--- src/design/bba_pkg.sv ---
// shared types and constants for the bitmap block allocator
package bba_pkg;

  // bitmap row width, one memory word per row
  localparam int WORD_W = 32;
  localparam int POS_W  = $clog2(WORD_W);

  // fixed field widths of the item ports
  localparam int MODE_W   = 2;
  localparam int ID_W     = 9;
  localparam int STATUS_W = 2;
  localparam int GRANT_W  = 8;
  localparam int COUNT_W  = 9;

  // operation codes
  localparam logic [MODE_W-1:0] MODE_ALLOC   = 2'd0;
  localparam logic [MODE_W-1:0] MODE_REQUEST = 2'd1;
  localparam logic [MODE_W-1:0] MODE_RELEASE = 2'd2;

  // result status codes
  typedef enum logic [STATUS_W-1:0] {
    ST_OK     = 2'd0,
    ST_BAD_ID = 2'd1,
    ST_TAKEN  = 2'd2,
    ST_FULL   = 2'd3
  } status_t;

  // source of the granted block number
  typedef enum logic [1:0] {
    GR_NONE,
    GR_SCAN,
    GR_ID
  } grant_sel_t;

  // controller states
  typedef enum logic [2:0] {
    S_IDLE,
    S_DECODE,
    S_SCAN,
    S_UPDATE,
    S_DONE
  } state_t;

  // commands from controller to datapath
  typedef struct packed {
    logic       load_op;
    logic       rd_id;
    logic       rd_scan;
    logic       wr_set_scan;
    logic       wr_set_id;
    logic       wr_clr_id;
    logic       res_load;
    status_t    res_status;
    grant_sel_t res_grant;
    logic       out_load;
  } cmd_t;

  // status from datapath to controller
  typedef struct packed {
    logic [MODE_W-1:0] mode;
    logic              id_ok;
    logic              full;
    logic              found;
    logic              scan_more;
    logic              id_bit;
    logic              out_busy;
  } sts_t;

endpackage

--- src/design/bba_ctrl.sv ---
// controller state machine for the bitmap block allocator
module bba_ctrl
  import bba_pkg::*;
(
  input  logic clk,
  input  logic rst_n,
  input  logic in_valid,
  output logic in_stall,
  input  sts_t sts,
  output cmd_t cmd
);

  state_t state_r;
  state_t state_nxt;

  // state register
  always_ff @(posedge clk) begin
    if (!rst_n) begin
      state_r <= S_IDLE;
    end else begin
      state_r <= state_nxt;
    end
  end

  // next state and commands
  always_comb begin
    state_nxt      = state_r;
    cmd            = '0;
    cmd.res_status = ST_OK;
    cmd.res_grant  = GR_NONE;
    in_stall       = (state_r != S_IDLE);
    case (state_r)
      S_IDLE: begin
        if (in_valid) begin
          cmd.load_op = 1'b1;
          state_nxt   = S_DECODE;
        end
      end
      S_DECODE: begin
        case (sts.mode)
          MODE_ALLOC: begin
            if (sts.full) begin
              cmd.res_load   = 1'b1;
              cmd.res_status = ST_FULL;
              state_nxt      = S_DONE;
            end else begin
              cmd.rd_scan = 1'b1;
              state_nxt   = S_SCAN;
            end
          end
          MODE_REQUEST, MODE_RELEASE: begin
            if (sts.id_ok) begin
              cmd.rd_id = 1'b1;
              state_nxt = S_UPDATE;
            end else begin
              cmd.res_load   = 1'b1;
              cmd.res_status = ST_BAD_ID;
              state_nxt      = S_DONE;
            end
          end
          default: begin
            cmd.res_load   = 1'b1;
            cmd.res_status = ST_BAD_ID;
            state_nxt      = S_DONE;
          end
        endcase
      end
      S_SCAN: begin
        // one row checked per cycle, next row read in flight
        if (sts.found) begin
          cmd.wr_set_scan = 1'b1;
          cmd.res_load    = 1'b1;
          cmd.res_status  = ST_OK;
          cmd.res_grant   = GR_SCAN;
          state_nxt       = S_DONE;
        end else if (sts.scan_more) begin
          cmd.rd_scan = 1'b1;
        end else begin
          cmd.res_load   = 1'b1;
          cmd.res_status = ST_FULL;
          state_nxt      = S_DONE;
        end
      end
      S_UPDATE: begin
        cmd.res_load = 1'b1;
        state_nxt    = S_DONE;
        if (sts.mode == MODE_REQUEST) begin
          if (sts.id_bit) begin
            cmd.res_status = ST_TAKEN;
          end else begin
            cmd.wr_set_id  = 1'b1;
            cmd.res_status = ST_OK;
            cmd.res_grant  = GR_ID;
          end
        end else begin
          cmd.wr_clr_id  = sts.id_bit;
          cmd.res_status = ST_OK;
        end
      end
      S_DONE: begin
        if (!sts.out_busy) begin
          cmd.out_load = 1'b1;
          state_nxt    = S_IDLE;
        end
      end
      default: begin
        state_nxt = S_IDLE;
      end
    endcase
  end

endmodule

--- src/design/bba_dp.sv ---
// datapath: bitmap memory, used count, result and output registers
module bba_dp
  import bba_pkg::*;
#(
  parameter int NUM_BLOCKS     = 256,
  parameter int RESERVED_START = 0,
  parameter int RESERVED_COUNT = 1
) (
  input  logic                clk,
  input  logic                rst_n,
  input  logic [MODE_W-1:0]   in_mode,
  input  logic [ID_W-1:0]     in_block_id,
  input  cmd_t                cmd,
  output sts_t                sts,
  output logic                out_valid,
  input  logic                out_stall,
  output logic [STATUS_W-1:0] out_status,
  output logic [GRANT_W-1:0]  out_granted_block,
  output logic [COUNT_W-1:0]  out_used_count,
  output logic [COUNT_W-1:0]  out_free_count
);

  localparam int NUM_ROWS = (NUM_BLOCKS + WORD_W - 1) / WORD_W;
  localparam int ROW_W    = (NUM_ROWS > 1) ? $clog2(NUM_ROWS) : 1;
  localparam int SCAN_W   = $clog2(NUM_ROWS + 1);
  localparam int CNT_W    = $clog2(NUM_BLOCKS + 1);
  localparam int RES_END  = (RESERVED_START + RESERVED_COUNT < NUM_BLOCKS) ?
                            (RESERVED_START + RESERVED_COUNT) : NUM_BLOCKS;
  localparam int RES_BEG  = (RESERVED_START < NUM_BLOCKS) ? RESERVED_START : NUM_BLOCKS;
  localparam int RES_USED = RES_END - RES_BEG;

  // reset contents of a row; ids past the end read as used so a scan skips them
  function automatic logic [WORD_W-1:0] rst_row(input logic [ROW_W-1:0] row);
    logic [WORD_W-1:0] w;
    int                id;
    w = '0;
    for (int b = 0; b < WORD_W; b++) begin
      id   = int'(row) * WORD_W + b;
      w[b] = (id >= NUM_BLOCKS) ||
             ((id >= RESERVED_START) && (id < RESERVED_START + RESERVED_COUNT));
    end
    return w;
  endfunction

  logic [WORD_W-1:0]   mem [NUM_ROWS];
  logic [NUM_ROWS-1:0] row_vld_r;
  logic [WORD_W-1:0]   q_r;
  logic [ROW_W-1:0]    rd_row_r;
  logic                rd_vld_r;

  logic [MODE_W-1:0]   op_mode_r;
  logic [ID_W-1:0]     op_id_r;
  logic [SCAN_W-1:0]   scan_cnt_r;
  logic [CNT_W-1:0]    used_total_r;

  status_t             res_status_r;
  logic [GRANT_W-1:0]  res_grant_r;

  logic                out_valid_r;
  logic                out_valid_nxt;
  status_t             out_status_r;
  logic [GRANT_W-1:0]  out_grant_r;
  logic [COUNT_W-1:0]  out_used_r;
  logic [COUNT_W-1:0]  out_free_r;

  logic [ROW_W-1:0]    id_row;
  logic [POS_W-1:0]    id_pos;
  logic [ROW_W-1:0]    rd_addr;
  logic                rd_en;
  logic [WORD_W-1:0]   word;
  logic [POS_W-1:0]    free_pos;
  logic                found;
  logic                wr_en;
  logic [WORD_W-1:0]   wr_word;
  logic [GRANT_W-1:0]  grant_scan;

  // operation capture and scan counter
  always_ff @(posedge clk) begin
    if (cmd.load_op) begin
      op_mode_r  <= in_mode;
      op_id_r    <= in_block_id;
      scan_cnt_r <= '0;
    end else if (cmd.rd_scan) begin
      scan_cnt_r <= scan_cnt_r + 1'b1;
    end
  end

  assign id_row  = ROW_W'(op_id_r >> POS_W);
  assign id_pos  = op_id_r[POS_W-1:0];
  assign rd_addr = cmd.rd_scan ? scan_cnt_r[ROW_W-1:0] : id_row;
  assign rd_en   = cmd.rd_scan || cmd.rd_id;

  // bitmap memory, registered read
  always_ff @(posedge clk) begin
    if (wr_en) begin
      mem[rd_row_r] <= wr_word;
    end
    if (rd_en) begin
      q_r      <= mem[rd_addr];
      rd_row_r <= rd_addr;
      rd_vld_r <= row_vld_r[rd_addr];
    end
  end

  // row written flags, unwritten rows read as their reset contents
  always_ff @(posedge clk) begin
    if (!rst_n) begin
      row_vld_r <= '0;
    end else if (wr_en) begin
      row_vld_r[rd_row_r] <= 1'b1;
    end
  end

  assign word = rd_vld_r ? q_r : rst_row(rd_row_r);

  // lowest clear bit of the row
  always_comb begin
    free_pos = '0;
    for (int b = WORD_W - 1; b >= 0; b--) begin
      if (!word[b]) begin
        free_pos = POS_W'(b);
      end
    end
  end

  assign found      = ~&word;
  assign grant_scan = GRANT_W'({rd_row_r, free_pos});

  // row update
  always_comb begin
    wr_word = word;
    if (cmd.wr_set_scan) begin
      wr_word[free_pos] = 1'b1;
    end else if (cmd.wr_set_id) begin
      wr_word[id_pos] = 1'b1;
    end else if (cmd.wr_clr_id) begin
      wr_word[id_pos] = 1'b0;
    end
  end

  assign wr_en = cmd.wr_set_scan || cmd.wr_set_id || cmd.wr_clr_id;

  // running used count
  always_ff @(posedge clk) begin
    if (!rst_n) begin
      used_total_r <= CNT_W'(RES_USED);
    end else if (cmd.wr_set_scan || cmd.wr_set_id) begin
      used_total_r <= used_total_r + 1'b1;
    end else if (cmd.wr_clr_id) begin
      used_total_r <= used_total_r - 1'b1;
    end
  end

  // result staging
  always_ff @(posedge clk) begin
    if (cmd.res_load) begin
      res_status_r <= cmd.res_status;
      case (cmd.res_grant)
        GR_SCAN: res_grant_r <= grant_scan;
        GR_ID:   res_grant_r <= op_id_r[GRANT_W-1:0];
        default: res_grant_r <= '0;
      endcase
    end
  end

  // output register
  always_comb begin
    out_valid_nxt = out_valid_r;
    if (cmd.out_load) begin
      out_valid_nxt = 1'b1;
    end else if (!out_stall) begin
      out_valid_nxt = 1'b0;
    end
  end

  always_ff @(posedge clk) begin
    if (!rst_n) begin
      out_valid_r <= 1'b0;
    end else begin
      out_valid_r <= out_valid_nxt;
    end
  end

  always_ff @(posedge clk) begin
    if (cmd.out_load) begin
      out_status_r <= res_status_r;
      out_grant_r  <= res_grant_r;
      out_used_r   <= COUNT_W'(used_total_r);
      out_free_r   <= COUNT_W'(CNT_W'(NUM_BLOCKS) - used_total_r);
    end
  end

  // status to controller
  always_comb begin
    sts.mode      = op_mode_r;
    sts.id_ok     = (32'(op_id_r) < NUM_BLOCKS);
    sts.full      = (used_total_r == CNT_W'(NUM_BLOCKS));
    sts.found     = found;
    sts.scan_more = (scan_cnt_r < SCAN_W'(NUM_ROWS));
    sts.id_bit    = word[id_pos];
    sts.out_busy  = out_valid_r && out_stall;
  end

  assign out_valid         = out_valid_r;
  assign out_status        = out_status_r;
  assign out_granted_block = out_grant_r;
  assign out_used_count    = out_used_r;
  assign out_free_count    = out_free_r;

endmodule

--- src/design/bitmap_block_allocator_top.sv ---
// top level of the bitmap block allocator
//
//   channel | direction | handshake             | fields
//   in      | input     | in_valid / in_stall   | in_mode, in_block_id
//   out     | output    | out_valid / out_stall | out_status, out_granted_block,
//           |           |                       | out_used_count, out_free_count
//
// one item at a time; request and release read the row holding the block id, then update
// it; rejected items go straight to the result; allocate reads the 32-bit bitmap rows one
// by one through the single memory read port until a clear bit turns up, reading at most
// NUM_BLOCKS/32 rows rounded up; allocate on a full map is answered from the used count
// synchronous reset; the map comes up with the reserved run set, no clearing pass
// a stalled result sits in the output register while the next item is taken and worked on
module bitmap_block_allocator_top
  import bba_pkg::*;
#(
  parameter int NUM_BLOCKS     = 256,
  parameter int RESERVED_START = 0,
  parameter int RESERVED_COUNT = 1
) (
  input  logic                clk,
  input  logic                rst_n,
  input  logic                in_valid,
  output logic                in_stall,
  input  logic [MODE_W-1:0]   in_mode,
  input  logic [ID_W-1:0]     in_block_id,
  output logic                out_valid,
  input  logic                out_stall,
  output logic [STATUS_W-1:0] out_status,
  output logic [GRANT_W-1:0]  out_granted_block,
  output logic [COUNT_W-1:0]  out_used_count,
  output logic [COUNT_W-1:0]  out_free_count
);

  cmd_t cmd;
  sts_t sts;

  // control
  bba_ctrl u_ctrl (
    .clk      (clk),
    .rst_n    (rst_n),
    .in_valid (in_valid),
    .in_stall (in_stall),
    .sts      (sts),
    .cmd      (cmd)
  );

  // bitmap and counters
  bba_dp #(
    .NUM_BLOCKS     (NUM_BLOCKS),
    .RESERVED_START (RESERVED_START),
    .RESERVED_COUNT (RESERVED_COUNT)
  ) u_dp (
    .clk               (clk),
    .rst_n             (rst_n),
    .in_mode           (in_mode),
    .in_block_id       (in_block_id),
    .cmd               (cmd),
    .sts               (sts),
    .out_valid         (out_valid),
    .out_stall         (out_stall),
    .out_status        (out_status),
    .out_granted_block (out_granted_block),
    .out_used_count    (out_used_count),
    .out_free_count    (out_free_count)
  );

endmodule
--- config.mk ---
export PLATFORM = sky130hd
export DESIGN_NAME = bitmap_block_allocator_top
export DESIGN_NICKNAME = d
export VERILOG_FILES = /design/src/design/bba_pkg.sv /design/src/design/bba_ctrl.sv /design/src/design/bba_dp.sv /design/src/design/bitmap_block_allocator_top.sv
export SDC_FILE = /design/constraint.sdc
export NUM_CORES = 1
export LEC_CHECK = 0
export BUFFER_PORTS_ARGS = -buffer_cell sky130_fd_sc_hd__buf_2
export CAP_MARGIN = 20
export CORE_MARGIN = 2
export CORE_UTILIZATION = 67
export CTS_BUF_LIST = sky130_fd_sc_hd__clkbuf_4
export DETAILED_ROUTE_END_ITERATION = 10
export PLACE_DENSITY_LB_ADDON = 0.12
export SYNTH_ARGS = -nofsm -noshare
export SYNTH_HDL_FRONTEND = slang
export SYNTH_SLANG_ARGS = --single-unit
--- constraint.sdc ---
create_clock -name clk -period 9.7 [get_ports clk]
set_clock_uncertainty 0.2 [all_clocks]
set_input_delay 1.94 -clock clk [delete_from_list [all_inputs] [get_ports clk]]
set_output_delay 1.94 -clock clk [all_outputs]
set_load 0.03 [all_outputs]
==> flow_summary_export.csv, run 1 <==
group,metric,value,unit
run_status,status,"finished clean",
worst_setup_path,cp_num_buf_inv,3,
yosys,synth_cells,1473,
sta,tightest_slew,1210,ps
die,dieArea,28800,µm²
yosys,ys_seq_elements,365,
clocking,clk_latency,740,ps
yosys,synthFlopType,"edfxtp_1",
yosys,syn-cell-area,18400,µm²
layout,syn2layout_area_growth,9.66,%
worst_setup_path,cp_cell_sequence,"buf_4, nand2_1, nor4_4, nand4_4, buf_4, o21ai_1, a21oi_1, nor2_4, buf_4, a221oi_1",
layout,multi_input_area,7270,µm²
worst_setup_path,r2r_slack,4700,ps
yosys,synth_top_cell_area_share,55.4,%
pwr,vdd_drop_max,0.121,mV
global_routing,antenna_found_initial,2,
layout,nFillCells,1783,
worst_setup_path,path_delay_family,"simple AND/OR/NAND/NOR gates",
sta,period_share,51.5,%
worst_setup_path,cp-end-kind,"flip-flop",
worst_setup_path,arrival,5230,ps
clocking,cts_buffers,91,
sta,rsz0062_at_grt,"false",
drt,wl,51500,µm
global_routing,grt_overflow,0,
yosys,synthTopCellsByCount,"340 x edfxtp_1, 136 x nand3_1, 112 x mux2i_1",
sta,layout_setup_ws,4700,ps
sta,post-route-min-period,5000,ps
worst_setup_path,cpMaxStageDelayCell,"nor2_4",
placed_design,dp_slack,4570,ps
global_routing,grt_max_degree,76,
drt,routedWlPerCell,26.4,µm
worst_setup_path,r2r_start,"u_dp.rd_vld_r",
die,die_h,170,µm
clocking,clock_tree.buffer_depth,3,
placed_design,routabilityCongestion,0.999,
layout,layout.nets,1566,
pwr,p_sw,1.07,mW
drt,ant_nets,0,
drt,drc,0,
yosys,ys_top_cells_by_area,"edfxtp_1 55%, mux2i_1 6.1%, nand3_1 3.7%, nor3b_1 2.9%, dfxtp_1 2.7%",
layout,drive_gt1_share,20.8,%
clocking,post_cts_buffers,0,
pwr,power_per_cell_area,185,nW/µm²
sta,slew_headroom,19.6,%
die,rows,60,
clocking,cts.repair.resized,0,
placed_design,numPortBuffers,44,
hold_path,hold_class,"reg -> reg",
global_routing,grt_use_total,36.4,%
drt,viasPerCell,7.20,
worst_setup_path,worstPathRequired,9930,ps
worst_setup_path,worstPathMaxFanout,72,
worst_setup_path,startpoint,"u_dp.rd_vld_r",
die,ios,45,
yosys,syn_nets,1504,
layout,seqCellArea,10700,µm²
drt,drt_pre_antenna_iters,8,
clocking,cts_tree,"done",
yosys,post-synth-top-area-cell,"edfxtp_1",
yosys,synth_most_common_cell,"edfxtp_1",
clocking,hold_buffers,0,
sta,finalHoldViolations,0,
yosys,syn_avg_cell_area,12.5,µm²
clocking,cts-root-buf,"clkbuf_4",
pwr,p_seq_share,49.7,%
yosys,synth-async-reset-ratio,0,%
global_routing,grt_pass1_wl,78700,µm
yosys,synth-edff-count,340,
sta,setup_viol,0,
pwr,internal_power,2.67,mW
clocking,clkTransAtPathRegs,70,ps
drt,drt_iter0_drc,1942,
hold_path,min_from,"u_dp.res_grant_r[4]",
pwr,clockPowerShare,34.1,%
pwr,swShare,28.7,%
worst_setup_path,crit_top_cell,"buf_4",
placed_design,dpl.hpwl,30600,µm
drt,vias,14000,
die,die_w,170,µm
sta,max_freq,200,MHz
worst_setup_path,slowest_delay,650,ps
sta,hold_slack,208,ps
yosys,yosysUniqueCellTypes,75,
worst_setup_path,criticalPathCategory,"reg -> reg",
sta,final_max_slew_viol_count,0,
clocking,cts_sinks,365,
die,core,27000,µm²
pwr,power.leakage,7.43,nW
yosys,ys_seq_area_share,58.2,%
die,initial_core_util,68.3,%
pwr,p_comb_share,16.3,%
run,cap_violations,0,
global_routing,grt_pass1_vias,13700,
worst_setup_path,start_kind,"flip-flop",
sta,final.setup.tns,0,ps
clocking,htree_levels,3,
yosys,synth-warning-count,0,
routing by layer:
layer  up-vias  part of all wire [%]  global-route usage [%]
li1       6056                     -                       -
met1      6745                    38                    48.9
met2      1032                    46                    57.6
met3       196                    12                    7.49
met4         0                   4.0                    17.0
met5         -                     0                       0
power by group through the flow:
| stage | logic [mW] | registers, mW | clock network [mW] |
|---|---|---|---|
| floorplan | 0.416 | 1.87 | 0 |
| global placement | 0.567 | 1.89 | 0 |
| detailed placement | 0.592 | 1.89 | 0 |
| CTS | 0.593 | 1.85 | 1.29 |
| global route | 0.649 | 1.86 | 1.37 |
| finish | 0.609 | 1.86 | 1.27 |
kinds of logic after synthesis:
family | count (synthesis) | share of synthesized area (%)
buffers and inverters | 134 | 2.98
AND/OR/NAND/NOR | 493 | 15.3
XOR/XNOR | 13 | 0.618
multiplexers | 151 | 8.66
flip-flops | 365 | 58.2
adder cells (fa/ha/maj) | 16 | 1.13
AO/OA/AOI/OAI | 301 | 13.2
flip-flops by register name, summed over array words and instances (netlist names), 4 cells and up:
signal,cells
u_dp.row_vld_r,8
u_dp.op_id_r,9
u_dp.res_grant_r,8
u_dp.out_granted_block,8
u_dp.out_used_count,8
u_dp.scan_cnt_r,4
u_dp.q_r,32
u_dp.used_total_r,9
u_dp.out_free_count,9
u_dp.mem,256
cell type report:
class | instances | area share [%]
inverters | 22 | 0.409
flip-flops and latches | 365 | 53.0
clock buffers | 132 | 4.91
repair buffers | 81 | 2.66
well taps | 341 | 2.11
diodes | 2 | 0.0248
clock inverters | 31 | 0.843
multi-input cells | 974 | 36.0
metrics by stage:
stage	cell area [µm²]	total power [mW]	instances	utilization, %
detailed placement	19000	2.48	1782	70.5
global placement	19000	2.45	1780	70.4
finish	20200	3.74	1948	74.9
CTS	20200	3.74	1945	74.8
global route	20200	3.88	1948	74.9
floorplan	18400	2.29	1473	-
cell usage in the layout, fill, tap and decap left out, drive strengths merged, types with 10 or more instances in the layout:
master	n
a21oi	55
a221oi	34
a22oi	48
a31oi	12
a32oi	17
and3	76
buf	81
clkbuf	132
clkinv	27
dfxtp	25
edfxtp	340
ha	15
inv	24
mux2	36
mux2i	112
nand2	90
nand3	138
nand4	10
nor2	34
nor3	13
nor3b	71
o211ai	13
o21ai	20
o21bai	15
o32ai	33
xnor2	10
worst paths after layout:
kind                                     to  depth (start not counted)
hold / removal    u_dp.out_granted_block[4]                          0
hold reg to reg   u_dp.out_granted_block[4]                          0
setup / recovery                u_dp.q_r[0]                         10
setup reg to reg                u_dp.q_r[0]                         10
worst reg2reg max path, cell delays in order (launching register included):
cell	delay, ps
edfxtp_1	330
buf_4	500
nand2_1	310
nor4_4	580
nand4_4	140
buf_4	490
o21ai_1	540
a21oi_1	270
nor2_4	650
buf_4	540
a221oi_1	150
Power figures use the tool's default switching activity.
==> run 2: changes to the inputs <==
Settings changed: CORE_UTILIZATION 67 to 59.
Clock period 9.7 ns to 4.08 ns, I/O delays scaled along.
==> flow_summary_export.csv, run 2 (synthesized netlist as in run 1, its figures left out) <==
group,metric,value,unit
sta,setup_viol,0,
layout,final_common_cell,"edfxtp_1",
drt,drc,0,
hold_path,min_from,"out_stall",
sta,post-route-min-period,3880,ps
sta,finalHoldViolations,0,
die,die_h,181,µm
global_routing,grt.met2_usage,50.7,%
layout,largest_reg_flops,256,
layout,largest_register,"u_dp.mem",
worst_setup_path,cp-end-kind,"flip-flop",
pwr,power_per_cell_area,428,nW/µm²
pwr,power,9.20,mW
sta,period_share,95.1,%
global_routing,grt_max_degree,53,
layout,layout.nets,1694,
global_routing,busiest_layer,"met2",
pwr,power.leakage,8.12,nW
worst_setup_path,arrival,4350,ps
hold_path,hold_depth,3,
worst_setup_path,cpMaxStageDelayCell,"edfxtp_1",
sta,tightest_slew,968,ps
die,ios,45,
worst_setup_path,start_kind,"flip-flop",
layout,final_cell_mix,"340 x edfxtp_1, 136 x nand3_1, 132 x buf_4",
die,initial_core_util,60.0,%
drt,routedWlPerCell,26.3,µm
worst_setup_path,worstPathMaxFanout,18,
worst_setup_path,criticalPathCategory,"reg -> reg",
clocking,htree_levels,3,
global_routing,grt_pass1_wl,83300,µm
sta,hold_slack,152,ps
sta,slew_headroom,35.5,%
die,core,30700,µm²
pwr,vdd_drop_max,0.320,mV
clocking,cts-root-buf,"clkbuf_4",
drt,drt_pre_antenna_iters,5,
worst_setup_path,r2r_start,"u_dp.q_r[26]",
worst_setup_path,path_delay_family,"simple AND/OR/NAND/NOR gates",
hold_path,hold_end,"u_dp.out_valid",
worst_setup_path,r2r_slack,200,ps
clocking,cts_sinks,365,
placed_design,dpl.hpwl,35900,µm
global_routing,grt_pass1_vias,13900,
global_routing,antenna_found_initial,3,
hold_path,hold_class,"in -> reg",
layout,nFillCells,2226,
clocking,cts_buffers,95,
layout,fin_util,70.0,%
layout,drive_gt1_share,26.0,%
sta,final_max_slew_viol_count,0,
drt,ant_nets,0,
run,cap_violations,0,
die,die_w,181,µm
run_status,status,"finished clean",
worst_setup_path,cp_cell_sequence,"nand2_1, nor4_4, and4_1, mux2_2, nand2_4, buf_4, mux2i_1, a221oi_1, buf_4",
placed_design,dpl.cell_count,1942,
layout,largestRegisters,"u_dp.mem: 256 flops, u_dp.q_r: 32 flops",
drt,viasPerCell,6.78,
sta,rsz0062_at_grt,"false",
drt,vias,14500,
worst_setup_path,slowest_delay,600,ps
sta,max_freq,258,MHz
global_routing,grt_use_total,34.0,%
die,rows,64,
worst_setup_path,r2r_cells,9,
die,dieArea,32600,µm²
worst_setup_path,r2r-end,"u_dp.rd_vld_r",
global_routing,use_met3,9.60,%
clocking,clk_latency,810,ps
worst_setup_path,worstPathRequired,4550,ps
worst_setup_path,cp_num_buf_inv,2,
drt,wl,56000,µm
placed_design,numPortBuffers,44,
clocking,cts_tree,"done",
worst_setup_path,crit_top_cell,"buf_4",
clocking,clock_tree.buffer_depth,3,
placed_design,routabilityCongestion,1.01,
global_routing,grt_overflow,0,
drt,drt_iter0_drc,1913,
global_routing,grt_use_met1,47.2,%
layout,syn2layout_area_growth,16.6,%
clocking,clkTransAtPathRegs,70,ps
layout,final_cells,2131,
==> run 2: how the worst max path moves through the flow <==
stage | slack (ps) | to | from | depth (start not counted)
6_report | 200 | u_dp.rd_vld_r | u_dp.q_r[26] | 9
3_3_place_gp | 180 | u_dp.rd_vld_r | u_dp.used_total_r[0] | 15
5_1_grt | 50 | u_dp.rd_vld_r | u_dp.q_r[26] | 9
3_5_place_dp | 160 | u_dp.rd_vld_r | u_dp.used_total_r[0] | 15
2_1_floorplan | -90 | u_dp.mem[2][0] | u_dp.rd_vld_r | 8
4_1_cts | 150 | u_dp.q_r[22] | u_dp.rd_vld_r | 10
==> run 2: what timing repair did <==
action	in CTS	in global routing
endpoints found under the setup margin	0	5
hold buffers	10	0
gates resized for setup	0	3
endpoints found under the hold margin	10	0
buffers inserted	0	10
==> run 2: cell type report <==
class	count	area (µm²)	share of cell area (%)
Sequential cell	365	10700	49.9
Multi-Input combinational cell	974	7330	34.1
Timing Repair Buffer	205	1680	7.83
Clock buffer	131	983	4.58
Tap cell	396	495	2.31
Clock inverter	35	191	0.891
Inverter	22	82.6	0.384
Antenna cell	3	7.51	0.0349
==> run 2: worst min-delay path, cell delays in order <==
cell	delay (ps)
buf_2	130
nand2_1	70
a21boi_0	80
==> run 2: metrics by stage <==
| step | cell area (µm²) | setup TNS (ps) | setup slack [ps] |
|---|---|---|---|
| 2_1_floorplan | 18400 | -8870 | -92.4 |
| 3_3_place_gp | 20100 | 0 | 175 |
| 3_5_place_dp | 20100 | 0 | 159 |
| 4_1_cts | 21400 | 0 | 152 |
| 5_1_grt | 21500 | 0 | 54.7 |
| 6_report | 21500 | 0 | 200 |
==> run 2: report_power, final <==
group,internal (mW),total (mW),switching [mW],leakage (nW)
Combinational,0.652,1.74,1.09,4.13
Sequential,4.29,4.39,0.101,3.30
Clock,1.56,3.07,1.51,0.687
==> run 2: routing by layer <==
layer	wire length [µm]	part of all wire [%]	up-vias
met3	6520	12	159
met4	1900	3.4	2
met5	13	0.023	-
li1	-	-	6305
met1	22500	40	7023
met2	25000	45	964
==> run 3: changes to the inputs <==
==> constraint.sdc (replaced) <==
create_clock -name clk -period 4.08 [get_ports clk]
set_clock_uncertainty 0.2 [all_clocks]
set_input_delay 1.224 -clock clk [delete_from_list [all_inputs] [get_ports clk]]
set_output_delay 1.224 -clock clk [all_outputs]
set_load 0.03 [all_outputs]
==> flow_summary_export.csv, run 3 (synthesized netlist as in run 1, its figures left out) <==
group,metric,value,unit
run_status,status,"finished clean",
drt,drt_iter0_drc,1867,
layout,final_common_cell,"edfxtp_1",
sta,period_share,95.9,%
sta,slew_headroom,38.9,%
sta,max_freq,256,MHz
die,die_w,181,µm
pwr,power_per_cell_area,430,nW/µm²
worst_setup_path,worstPathRequired,4420,ps
pwr,p_sw,2.70,mW
layout,drive_gt1_share,26.1,%
drt,wl,55600,µm
clocking,hold_buffers,0,
die,initial_core_util,60.0,%
clocking,htree_levels,3,
worst_setup_path,cpMaxStageDelayCell,"edfxtp_1",
pwr,power,9.19,mW
layout,layout.nets,1684,
worst_setup_path,start_kind,"flip-flop",
clocking,cts_sinks,365,
pwr,power.leakage,8.08,nW
worst_setup_path,criticalPathCategory,"reg -> reg",
pwr,clockPowerShare,33.4,%
sta,final_max_slew_viol_count,0,
worst_setup_path,r2r_slack,170,ps
layout,fin_util,69.7,%
die,ios,45,
sta,rsz0062_at_grt,"false",
pwr,swShare,29.3,%
layout,final_cell_mix,"340 x edfxtp_1, 136 x nand3_1, 132 x buf_4",
pwr,p_seq_share,47.8,%
die,core,30700,µm²
run,cap_violations,0,
placed_design,placed_area,20100,µm²
worst_setup_path,worstPathMaxFanout,30,
placed_design,routabilityCongestion,1.01,
layout,largestRegisters,"u_dp.mem: 256 flops, u_dp.q_r: 32 flops",
global_routing,grt_pass1_vias,13800,
hold_path,hold_class,"reg -> reg",
global_routing,grt_overflow,0,
placed_design,numPortBuffers,44,
clocking,clkTransAtPathRegs,70,ps
drt,viasPerCell,6.75,
sta,finalHoldViolations,0,
layout,syn2layout_area_growth,16.1,%
drt,drc,0,
sta,layout_setup_ws,167,ps
clocking,cts_tree,"done",
pwr,internal_power,6.50,mW
worst_setup_path,cp_cell_sequence,"nand2_1, nor4_4, nand4_4, nand2_1, buf_4, inv_1, buf_4, nand4_1, o21ai_0, buf_4",
sta,setup_viol,0,
global_routing,grt_max_degree,53,
die,die_h,181,µm
global_routing,grt_use_total,33.9,%
sta,tightest_slew,917,ps
global_routing,antenna_found_initial,3,
drt,drt_pre_antenna_iters,6,
layout,largest_reg_flops,256,
global_routing,grt_pass1_wl,83100,µm
sta,post-route-min-period,3910,ps
layout,nFillCells,2233,
worst_setup_path,cp-end-kind,"flip-flop",
placed_design,dp_slack,159,ps
pwr,p_comb_share,18.8,%
clocking,cts_buffers,95,
sta,final.setup.tns,0,ps
worst_setup_path,crit_top_cell,"buf_4",
drt,ant_nets,0,
die,dieArea,32600,µm²
clocking,clock_tree.buffer_depth,3,
pwr,vdd_drop_max,0.320,mV
drt,routedWlPerCell,26.2,µm
placed_design,dpl.hpwl,35900,µm
drt,vias,14300,
die,rows,64,
layout,design_area,21400,µm²
layout,largest_register,"u_dp.mem",
worst_setup_path,slowest_delay,610,ps
clocking,cts-root-buf,"clkbuf_4",
clocking,clk_latency,820,ps
worst_setup_path,arrival,4250,ps
## run 3: cell types whose count changed in the layout (fill, tap and decap cells not counted), sizes merged
cell         before  now
dlygate4sd3      10    0
## run 3: what timing repair did
| item | 4_1_cts | 5_1_grt |
|---|---|---|
| setup buffers | 0 | 10 |
| endpoints found under the setup margin | 0 | 5 |
| hold endpoints to repair | 0 | 0 |
| resized for setup | 0 | 3 |
## run 3: layout make-up
cell class | instances | area [µm²] | area share [%]
timing repair buffer | 195 | 1580 | 7.40
multi-input combinational | 974 | 7330 | 34.3
tap | 396 | 495 | 2.32
antenna | 3 | 7.51 | 0.0351
sequential | 365 | 10700 | 50.1
clock inverter | 35 | 191 | 0.895
inverter | 22 | 82.6 | 0.386
clock buffer | 131 | 983 | 4.60
## run 3: worst paths after layout
path                             end  depth (start not counted)                 start
setup / recovery     u_dp.mem[1][26]                         10          u_dp.q_r[26]
hold / removal    u_dp.out_status[1]                          0  u_dp.res_status_r[1]
setup reg to reg     u_dp.mem[1][26]                         10          u_dp.q_r[26]
hold reg to reg   u_dp.out_status[1]                          0  u_dp.res_status_r[1]
## run 3: through the flow
step | instances | hold WS (ps)
2_1_floorplan | 1473 | 200
3_3_place_gp | 1942 | 200
3_5_place_dp | 1942 | 205
4_1_cts | 2108 | 222
5_1_grt | 2121 | 212
6_report | 2121 | 222
## run 3: worst max-delay path: cells and delay by family, from the launching register on
family | cells | cell delay [ps]
AO/OA/AOI/OAI | 1 | 210
AND/OR/NAND/NOR | 5 | 1380
flip-flops | 1 | 610
buffers and inverters | 4 | 1220
## run 3: power groups by stage
stage | Clock, mW | Sequential, mW | Combinational [mW]
after global placement | 0 | 4.47 | 1.63
after floorplan | 0 | 4.45 | 0.990
final | 3.07 | 4.39 | 1.73
after detailed placement | 0 | 4.47 | 1.66
after CTS | 3.12 | 4.39 | 1.66
after global routing | 3.33 | 4.40 | 1.82
## run 3: routing by layer
| metal | share of wire [%] | global-route usage, % |
|---|---|---|
| met1 | 40 | 47.1 |
| met4 | 3.3 | 13.7 |
| met3 | 12 | 9.64 |
| met5 | 0.023 | 0 |
| met2 | 45 | 50.5 |
